$ cat src/sv/assert_macros.svh
// assertion helpers for the rtl
`ifndef ASSERT_MACROS_SVH
`define ASSERT_MACROS_SVH

// same-cycle implication
`define SNCP_ASSERT_IMP(lbl, clk, rstn, ante, cons) \
    lbl: assert property (@(posedge clk) disable iff (!rstn) (ante) |-> (cons)) \
        else $error("sncp assertion failed");

// next-cycle implication
`define SNCP_ASSERT_NEXT(lbl, clk, rstn, ante, cons) \
    lbl: assert property (@(posedge clk) disable iff (!rstn) (ante) |=> (cons)) \
        else $error("sncp assertion failed");

`endif

$ cat src/sv/sncp_ram.sv
module sncp_ram #(
    parameter int WIDTH = 8,
    parameter int DEPTH = 16
) (
    input  logic                     clk,
    input  logic                     we,
    input  logic [$clog2(DEPTH)-1:0] waddr,
    input  logic [WIDTH-1:0]         wdata,
    input  logic [$clog2(DEPTH)-1:0] raddr,
    output logic [WIDTH-1:0]         rdata
);

    logic [WIDTH-1:0] mem_reg [DEPTH];
    logic [WIDTH-1:0] rdata_reg;

    // one write port, one registered read port
    always_ff @(posedge clk)
    begin
        if (we)
        begin
            mem_reg[waddr] <= wdata;
        end
        rdata_reg <= mem_reg[raddr];
    end

    assign rdata = rdata_reg;

endmodule

$ cat config.mk
export PLATFORM = sky130hd
export DESIGN_NAME = sncp_ram
export DESIGN_NICKNAME = d
export VERILOG_FILES = /design/src/sv/assert_macros.svh /design/src/sv/sncp_ram.sv
export SDC_FILE = /design/constraint.sdc
export NUM_CORES = 1
export LEC_CHECK = 0
export ABC_AREA = 1
export BUFFER_PORTS_ARGS = -buffer_cell sky130_fd_sc_hd__buf_2
export CAP_MARGIN = 20
export CELL_PAD_IN_SITES_DETAIL_PLACEMENT = 1
export CELL_PAD_IN_SITES_GLOBAL_PLACEMENT = 2
export CORE_MARGIN = 1.5
export CORE_UTILIZATION = 43
export DETAILED_ROUTE_END_ITERATION = 7
export PLACE_DENSITY_LB_ADDON = 0.2
export SETUP_SLACK_MARGIN = 0.4
export SLEW_MARGIN = 20
export SYNTH_ARGS = -nofsm -noshare
export SYNTH_HDL_FRONTEND = slang
export SYNTH_SLANG_ARGS = --single-unit
$ cat constraint.sdc
create_clock -name clk -period 2.95 [get_ports clk]
set_input_delay 0.4425 -clock clk [delete_from_list [all_inputs] [get_ports clk]]
set_output_delay 0.4425 -clock clk [all_outputs]
set_load 0.02 [all_outputs]
Yosys cells after proc, flatten, opt, wreduce, memory -nomap -nowiden
Memories as Yosys holds them, arrays and structs flattened. A register that Yosys moved wholly into a read port is not among the register bits.
Index checks and enable logic that the tools add are counted.
Word-level totals
  input port bits: 18
  flip-flop bits (word level): 0
  output and inout port bits: 8
  RAM bits: 128
  memories kept: 1
Memories
  mem_reg: words 16, bits a word 8, rd ports 1, clocked after memory_dff 1, wr ports 1, line sncp_ram.sv:13  | logic [WIDTH-1:0] mem_reg [DEPTH];
Operators by class
  muxes and demuxes: 2
Operators with widths (count)
  two-way mux 1 bit: 2

Longest topological paths before layout
Gate-level depths: netlist (run 1).
  depth in word-level cells: 2
  gate-level depth with buffers: 8
  gate-level depth less buffers: 7

Worst setup path before layout (run 1)
No wires, ideal clock.
  kind: input-to-reg
  start: in waddr[2]
  end: mem mem_reg[10][0] (enable)
  setup time: 0.370 ns
  buffers on the path: 0
  stages: 2
  data arrival time: 1.023 ns
  setup slack: 1.557 ns
  path through: nand3b_1 nor2_1
RTL lines
  start, declared: line sncp_ram.sv:7  | input logic [$clog2(DEPTH)-1:0] waddr,
  end, declared: line sncp_ram.sv:13
Straight into the memory's write port.

==> flow_summary_export.csv, run 1 <==
group,metric,value,unit
run_status,status,"finished, final reports clean",
floorplanning,io_pins,26,
global_route,grt-ovfl-total,0,
global_route,grtUsageTotal,22.4,%
sta,finalHoldViolCount,0,
clock_network,root_buffer,"clkbuf_16",
setup_path,cp_common_cell,"nand3_1",
clock_network,clockBufferDepth,2,
setup_path,cp_cell_sequence,"buf_2 > buf_4 > nand2_1 > nand3_1 > nand3_1 > nand3_1 > nand2_1",
drt,ant_nets,0,
sta,min_period,1.48,ns
setup_path,required,3.25,ns
flow_run,maxCapViolations,0,
synthesis,synthDistinctLibCells,12,
clock_network,cts_tree,"done",
power_and_ir_drop,clock_power_share,47.1,%
sta,finalSetupTns,0,ns
power_and_ir_drop,p_leak,2.82,nW
floorplanning,start_util,43.7,%
final_layout,nFillCells,1487,
clock_network,ctsHoldBuffers,0,
setup_path,cp-endpoint,"rdata[2]",
drt,dr.pass1.iters,4,
placement,port_buffers,25,
clock_network,h-tree-depth,4,
final_layout,largest_register_ffs,128,
global_route,grt_pass1_wl,22600,um
synthesis,synth.yosys.warnings,0,
clock_network,worstSkewPairLatency,0.42,ns
placement,gp_congestion,0.756,
setup_path,arrival,1.78,ns
global_route,use_met1,29.1,%
setup_path,cp_max_fo,64,
floorplanning,coreArea,13200,um2
setup_path,worstSetupStartpoint,"raddr[0]",
drt,vias,3764,
final_layout,postLayoutCoreUtil,50.0,%
sta,maxSlewViolCount,0,
sta,slew_headroom,41.8,%
power_and_ir_drop,internal-power,3.63,mW
final_layout,final_nets,592,
global_route,grtUsageMet2,37.0,%
power_and_ir_drop,peakVddDrop,0.000385,V
synthesis,syn_inst,551,
sta,setup_violations,0,
sta,min_period_over_period,50.1,%
drt,wirelength,14600,um
final_layout,drive_gt1_share,10.1,%
setup_path,r2r_slack,1.85,ns
power_and_ir_drop,power.switching,1.00,mW
sta,clock-skew-final,0.00845,ns
power_and_ir_drop,power,4.64,mW
floorplanning,die_area,14100,um2
setup_path,cpPeakStageDelay,0.58,ns
drt,drc,0,
placement,dpl.hpwl,8910,um
drt,vias_per_cell,4.93,
power_and_ir_drop,switching_share,21.6,%
drt,wl_per_cell,19.1,um
final_layout,antenna_cells,0,
setup_path,r2r_start,"mem_reg[7][6]",
synthesis,netlist_area,5770,um2
sta,worstMarginPinSlew,0.869,ns
global_route,grt.busiest_layer,"met2",
clock_network,post_cts_resized,0,
floorplanning,die_h,119,um
setup_path,rr_endpoint,"rdata[6]",
setup_path,setup.worst_path.start_class,"input port",
synthesis,ys_seq_area_share,69.4,%
setup_path,cp_slowest_cell,"buf_4",
synthesis,synth_area_per_cell,10.5,um2
power_and_ir_drop,power.density,703,nW/um2
synthesis,syn_nets,569,
power_and_ir_drop,p_comb_share,6.0,%
clock_network,cts.sinks,136,
power_and_ir_drop,seq_power_share,46.9,%
drt,initialDrtViolationCount,167,
floorplanning,rows,42,
synthesis,ys_seq_elements,136,
global_route,grt_pass1_vias,3923,
setup_path,critPathKind,"input port to flop",
sta,max_freq,0.676,GHz
global_route,antenna_found_initial,0,
global_route,grt_util_met3,4.15,%
setup_path,r2r_cells,6,
global_route,grt_max_degree,65,
clock_network,cts_setup_buffers,0,
clock_network,cts_inserted_buffers,17,
clock_network,clk_pin_slew,0.05,ns
sta,rsz0062_at_grt,"false",
hold_path,hold_path.class,"input port to flop",
floorplanning,die_w,119,um
setup_path,end_kind,"flop",
final_layout,area_delta_synth_final,14.3,%
-- per-stage QoR --
stage / setup WS (ns) / area [um2] / std cells / hold WS (ns)
after floorplan: 1.56 / 5770 / 551 / 0.541
after global placement: 1.03 / 5980 / 731 / 0.678
after detailed placement: 1.01 / 5980 / 731 / 0.673
after CTS: 1.46 / 6590 / 763 / 0.366
after global routing: 1.35 / 6590 / 763 / 0.407
final: 1.47 / 6590 / 763 / 0.382
-- layer usage --
metal  vias up  wire (um)
met1      1863       6620
met3        14        463
met5         -          0
met2        71       7240
li1       1816          -
met4         0        244
-- layout by cell type, fill, tap and decap left out, types with 3 or more instances in the layout --
cell type | Yosys | final
dfxtp_1 | 8 | 8
bufinv_16 | 0 | 4
clkinv_2 | 0 | 3
inv_1 | 100 | 100
clkbuf_16 | 0 | 17
nor2_1 | 17 | 17
buf_2 | 13 | 25
nand3_1 | 97 | 97
nand2_1 | 173 | 173
clkinvlp_4 | 0 | 4
edfxtp_1 | 128 | 128
-- Yosys cell counts (all sizes together) --
cell      n  share of area (%)
nand3b    2               0.26
buf      24                2.9
nor2     17                1.1
dfxtp     8                2.8
nand2   173                 11
edfxtp  128                 67
nand3    97                8.4
inv     102                6.6
-- cells by family after synthesis --
logic type / after synthesis / share of synthesized area, %
DFF: 136 / 69.4
buffers and inverters: 126 / 9.52
and+or+nand+nor: 289 / 21.0
-- cell type report --
cell class	instances	area [um2]	share of cell area (%)
inverters	102	383	5.81
clock inverters	14	181	2.75
well taps	176	220	3.34
flip-flops and latches	136	4000	60.7
multi-input cells	289	1210	18.4
clock buffers	18	429	6.51
repair buffers	28	160	2.43
-- worst max-delay path, delay by kind of cell --
family | cells | cell delay [ns]
AND/OR/NAND/NOR | 5 | 0.63
buffers and inverters | 2 | 0.67
-- power by group through the flow --
stage          clock network (mW)  registers (mW)  logic [mW]
6_report                     2.18            2.18       0.278
5_1_grt                      2.28            2.18       0.309
4_1_cts                      2.21            2.18       0.284
3_5_place_dp                    0            2.22       0.282
3_3_place_gp                    0            2.22       0.278
2_1_floorplan                   0            2.23       0.152
-- how the worst min path moves through the flow --
stage | start | end | slack (ns) | depth (start not counted)
2_1_floorplan | wdata[0] | mem_reg[0][0] | 0.54 | 0
3_3_place_gp | mem_reg[10][6] | rdata[6] | 0.68 | 6
3_5_place_dp | mem_reg[10][6] | rdata[6] | 0.67 | 6
4_1_cts | raddr[3] | rdata[6] | 0.37 | 3
5_1_grt | raddr[3] | rdata[6] | 0.41 | 3
6_report | raddr[3] | rdata[6] | 0.38 | 3
(Power assumes the default switching activity.)
==> inputs of run 2 (changes only) <==
--- a/config.mk
+++ b/config.mk
@@ -5,13 +5,13 @@
 export SDC_FILE = /design/constraint.sdc
 export NUM_CORES = 1
 export LEC_CHECK = 0
-export ABC_AREA = 1
+export ABC_AREA = 0
 export BUFFER_PORTS_ARGS = -buffer_cell sky130_fd_sc_hd__buf_2
 export CAP_MARGIN = 20
 export CELL_PAD_IN_SITES_DETAIL_PLACEMENT = 1
 export CELL_PAD_IN_SITES_GLOBAL_PLACEMENT = 2
 export CORE_MARGIN = 1.5
-export CORE_UTILIZATION = 43
+export CORE_UTILIZATION = 48
 export DETAILED_ROUTE_END_ITERATION = 7
 export PLACE_DENSITY_LB_ADDON = 0.2
 export SETUP_SLACK_MARGIN = 0.4
==> constraint.sdc (replaced) <==
create_clock -name clk -period 1.4 [get_ports clk]
set_input_delay 0.21 -clock clk [delete_from_list [all_inputs] [get_ports clk]]
set_output_delay 0.21 -clock clk [all_outputs]
set_load 0.02 [all_outputs]
==> run 2 against run 1 <==
Against the previous run: combinational power grew 120%; critical path depth fell by 4; register-to-register slack worse by 1.8 ns; first-iteration DRC count rose by 20%; cell count down 40%; clock power is 110% higher; critical path type is now flop to flop.
==> flow_summary_export.csv, run 2 <==
group,metric,value,unit
global_route,grt-ovfl-total,0,
sta,slew_headroom,30.4,%
clock_network,root_buffer,"clkbuf_8",
synthesis,yosys.area.top_type,"edfxtp_1",
clock_network,clk_pin_slew,0.06,ns
floorplanning,start_util,49.6,%
sta,maxSlewViolCount,0,
sta,max_freq,0.735,GHz
synthesis,synth.yosys.warnings,0,
sta,finalSetupTns,0,ns
power_and_ir_drop,power,9.83,mW
final_layout,area_delta_synth_final,27.6,%
final_layout,final_common_cell,"edfxtp_1",
global_route,grt_max_degree,19,
sta,min_period_over_period,97.2,%
synthesis,synth.top_cells.by_area,"edfxtp_1 75%, mux4_2 7.9%, mux4_1 7.1%, dfxtp_1 3.1%, a22oi_1 2.3%",
placement,dpl.cell_count,424,
floorplanning,rows,37,
setup_path,worstSetupStartpoint,"mem_reg[9][7]",
setup_path,r2r_start,"mem_reg[9][7]",
placement,dpl.hpwl,7770,um
global_route,grt_pass1_wl,18100,um
power_and_ir_drop,switching_share,19.7,%
setup_path,critPathKind,"flop to flop",
clock_network,clockBufferDepth,2,
synthesis,synthDistinctLibCells,19,
synthesis,ys_seq_area_share,77.8,%
drt,wl_per_cell,25.9,um
setup_path,rr_endpoint,"rdata[7]",
clock_network,worstSkewPairLatency,0.51,ns
power_and_ir_drop,seq_power_share,46.7,%
sta,min_period,1.36,ns
floorplanning,die_area,11400,um2
sta,finalHoldViolCount,0,
final_layout,postLayoutCellArea,6570,um2
synthesis,syn_inst,229,
power_and_ir_drop,clock_power_share,47.2,%
placement,placed_area,5870,um2
drt,wirelength,11800,um
synthesis,syn_nets,247,
global_route,grt_pass1_vias,2888,
sta,whs,0.0664,ns
synthesis,ys_seq_elements,136,
setup_path,cpPeakStageDelay,0.52,ns
global_route,grtUsageTotal,23.5,%
clock_network,cts_tree,"done",
synthesis,synth_edf_count,128,
final_layout,final_cell_mix,"128 x edfxtp_1, 35 x buf_4, 32 x mux4_2",
final_layout,drive_gt1_share,50.0,%
synthesis,yosys-top-cells-count,"128 x edfxtp_1, 18 x mux4_2, 16 x a22oi_1, 14 x mux4_1, 13 x nor2_1",
setup_path,cp_top_family,"multiplexers",
floorplanning,die_h,107,um
setup_path,cp_max_fo,1,
hold_path,hold_path.class,"input port to flop",
power_and_ir_drop,power.density,1500,nW/um2
final_layout,instances_no_fill,456,
hold_path,hold_depth,1,
sta,clock-skew-final,0.00982,ns
setup_path,end_kind,"flop",
synthesis,netlist_area,5150,um2
clock_network,cts.sinks,136,
setup_path,crit_buf_inv,0,
synthesis,synthArstFlopShare,0,%
drt,vias,2533,
global_route,antenna_found_initial,0,
sta,rsz0062_at_grt,"true",
drt,initialDrtViolationCount,201,
placement,port_buffers,25,
clock_network,cts_inserted_buffers,17,
power_and_ir_drop,p_leak,2.23,nW
final_layout,largest_register_ffs,128,
floorplanning,coreArea,10400,um2
placement,post-place-ws,-0.213,ns
final_layout,postLayoutCoreUtil,63.4,%
run_status,status,"finished, final reports clean",
sta,worstMarginPinSlew,1.04,ns
setup_path,arrival,1.76,ns
synthesis,yosysMostFrequentCell,"edfxtp_1",
sta,setup_violations,0,
hold_path,min_to,"mem_reg[0][4]",
synthesis,synth_top_cell_area_share,74.7,%
setup_path,setup.worst_path.start_class,"flop",
clock_network,h-tree-depth,4,
placement,gp_congestion,0.732,
flow_run,maxCapViolations,0,
power_and_ir_drop,internal-power,7.89,mW
setup_path,r2r_slack,0.04,ns
clock_network,ctsHoldBuffers,0,
setup_path,cp_cell_sequence,"mux4_2 > a22oi_1 > nand2_1",
clock_network,cts_setup_buffers,0,
power_and_ir_drop,power.switching,1.94,mW
setup_path,required,1.80,ns
drt,vias_per_cell,5.55,
setup_path,r2r_cells,3,
power_and_ir_drop,p_comb_share,6.1,%
hold_path,holdCritStartpoint,"wdata[4]",
final_layout,antenna_cells,0,
drt,ant_nets,0,
floorplanning,die_w,107,um
synthesis,ys.flop_type,"edfxtp_1",
drt,drc,0,
drt,dr.pass1.iters,4,
final_layout,nFillCells,866,
power_and_ir_drop,peakVddDrop,0.000907,V
floorplanning,io_pins,26,
final_layout,final_nets,325,
synthesis,synth_area_per_cell,22.5,um2
setup_path,cp_slowest_cell,"mux4_2",
sta,setup_ws,0.0390,ns
## run 2: cell types whose count changed in the layout (fill, tap and decap cells not counted), moves of 13 or more
cell,before,now
a22oi_1,0,13
mux4_2,0,32
nand3_1,97,0
inv_1,100,0
nand2_1,173,8
buf_4,2,35
nor2_1,17,1
## run 2: logic make-up after synthesis
kind of cell	synth area share [%]
AO/OA/AOI/OAI	2.33
buffers and inverters	1.68
flip-flops	77.8
multiplexers	15.0
AND/OR/NAND/NOR	3.18
## run 2: how the worst max path moves through the flow
stage	slack, ns	endpoint	depth (start not counted)
2_1_floorplan	0.09	mem_reg[0][0]	2
3_3_place_gp	-0.17	rdata[5]	5
3_5_place_dp	-0.21	rdata[2]	5
4_1_cts	0.07	rdata[5]	4
5_1_grt	0.005	rdata[5]	3
6_report	0.04	rdata[7]	3
## run 2: cell type report
class / instances / area, um2 / area share (%)
timing repair buffer: 69 / 618 / 9.41
multi-input combinational: 83 / 1140 / 17.4
clock inverter: 14 / 204 / 3.10
tap: 136 / 170 / 2.59
sequential: 136 / 4020 / 61.1
clock buffer: 18 / 418 / 6.36
## run 2: what timing repair did
item	in CTS	in global routing
cloned	0	0
resized for setup	25	4
setup endpoints to repair	16	16
pin swaps	0	1
## run 2: routing by layer
| layer | global-route usage, % | share of wire (%) | vias to the layer above |
|---|---|---|---|
| met3 | 7.17 | 8.4 | 6 |
| met4 | 6.95 | 0.73 | 0 |
| met2 | 37.1 | 51 | 105 |
| met1 | 32.0 | 40 | 1299 |
| li1 | - | - | 1123 |
| met5 | 0 | 0 | - |
## run 2: power groups by stage
stage	sequential, mW	combinational, mW	clock, mW
final	4.59	0.599	4.64
after global routing	4.60	0.644	4.86
after CTS	4.59	0.605	4.70
after detailed placement	4.67	0.559	0
after global placement	4.66	0.542	0
after floorplan	4.69	0.272	0
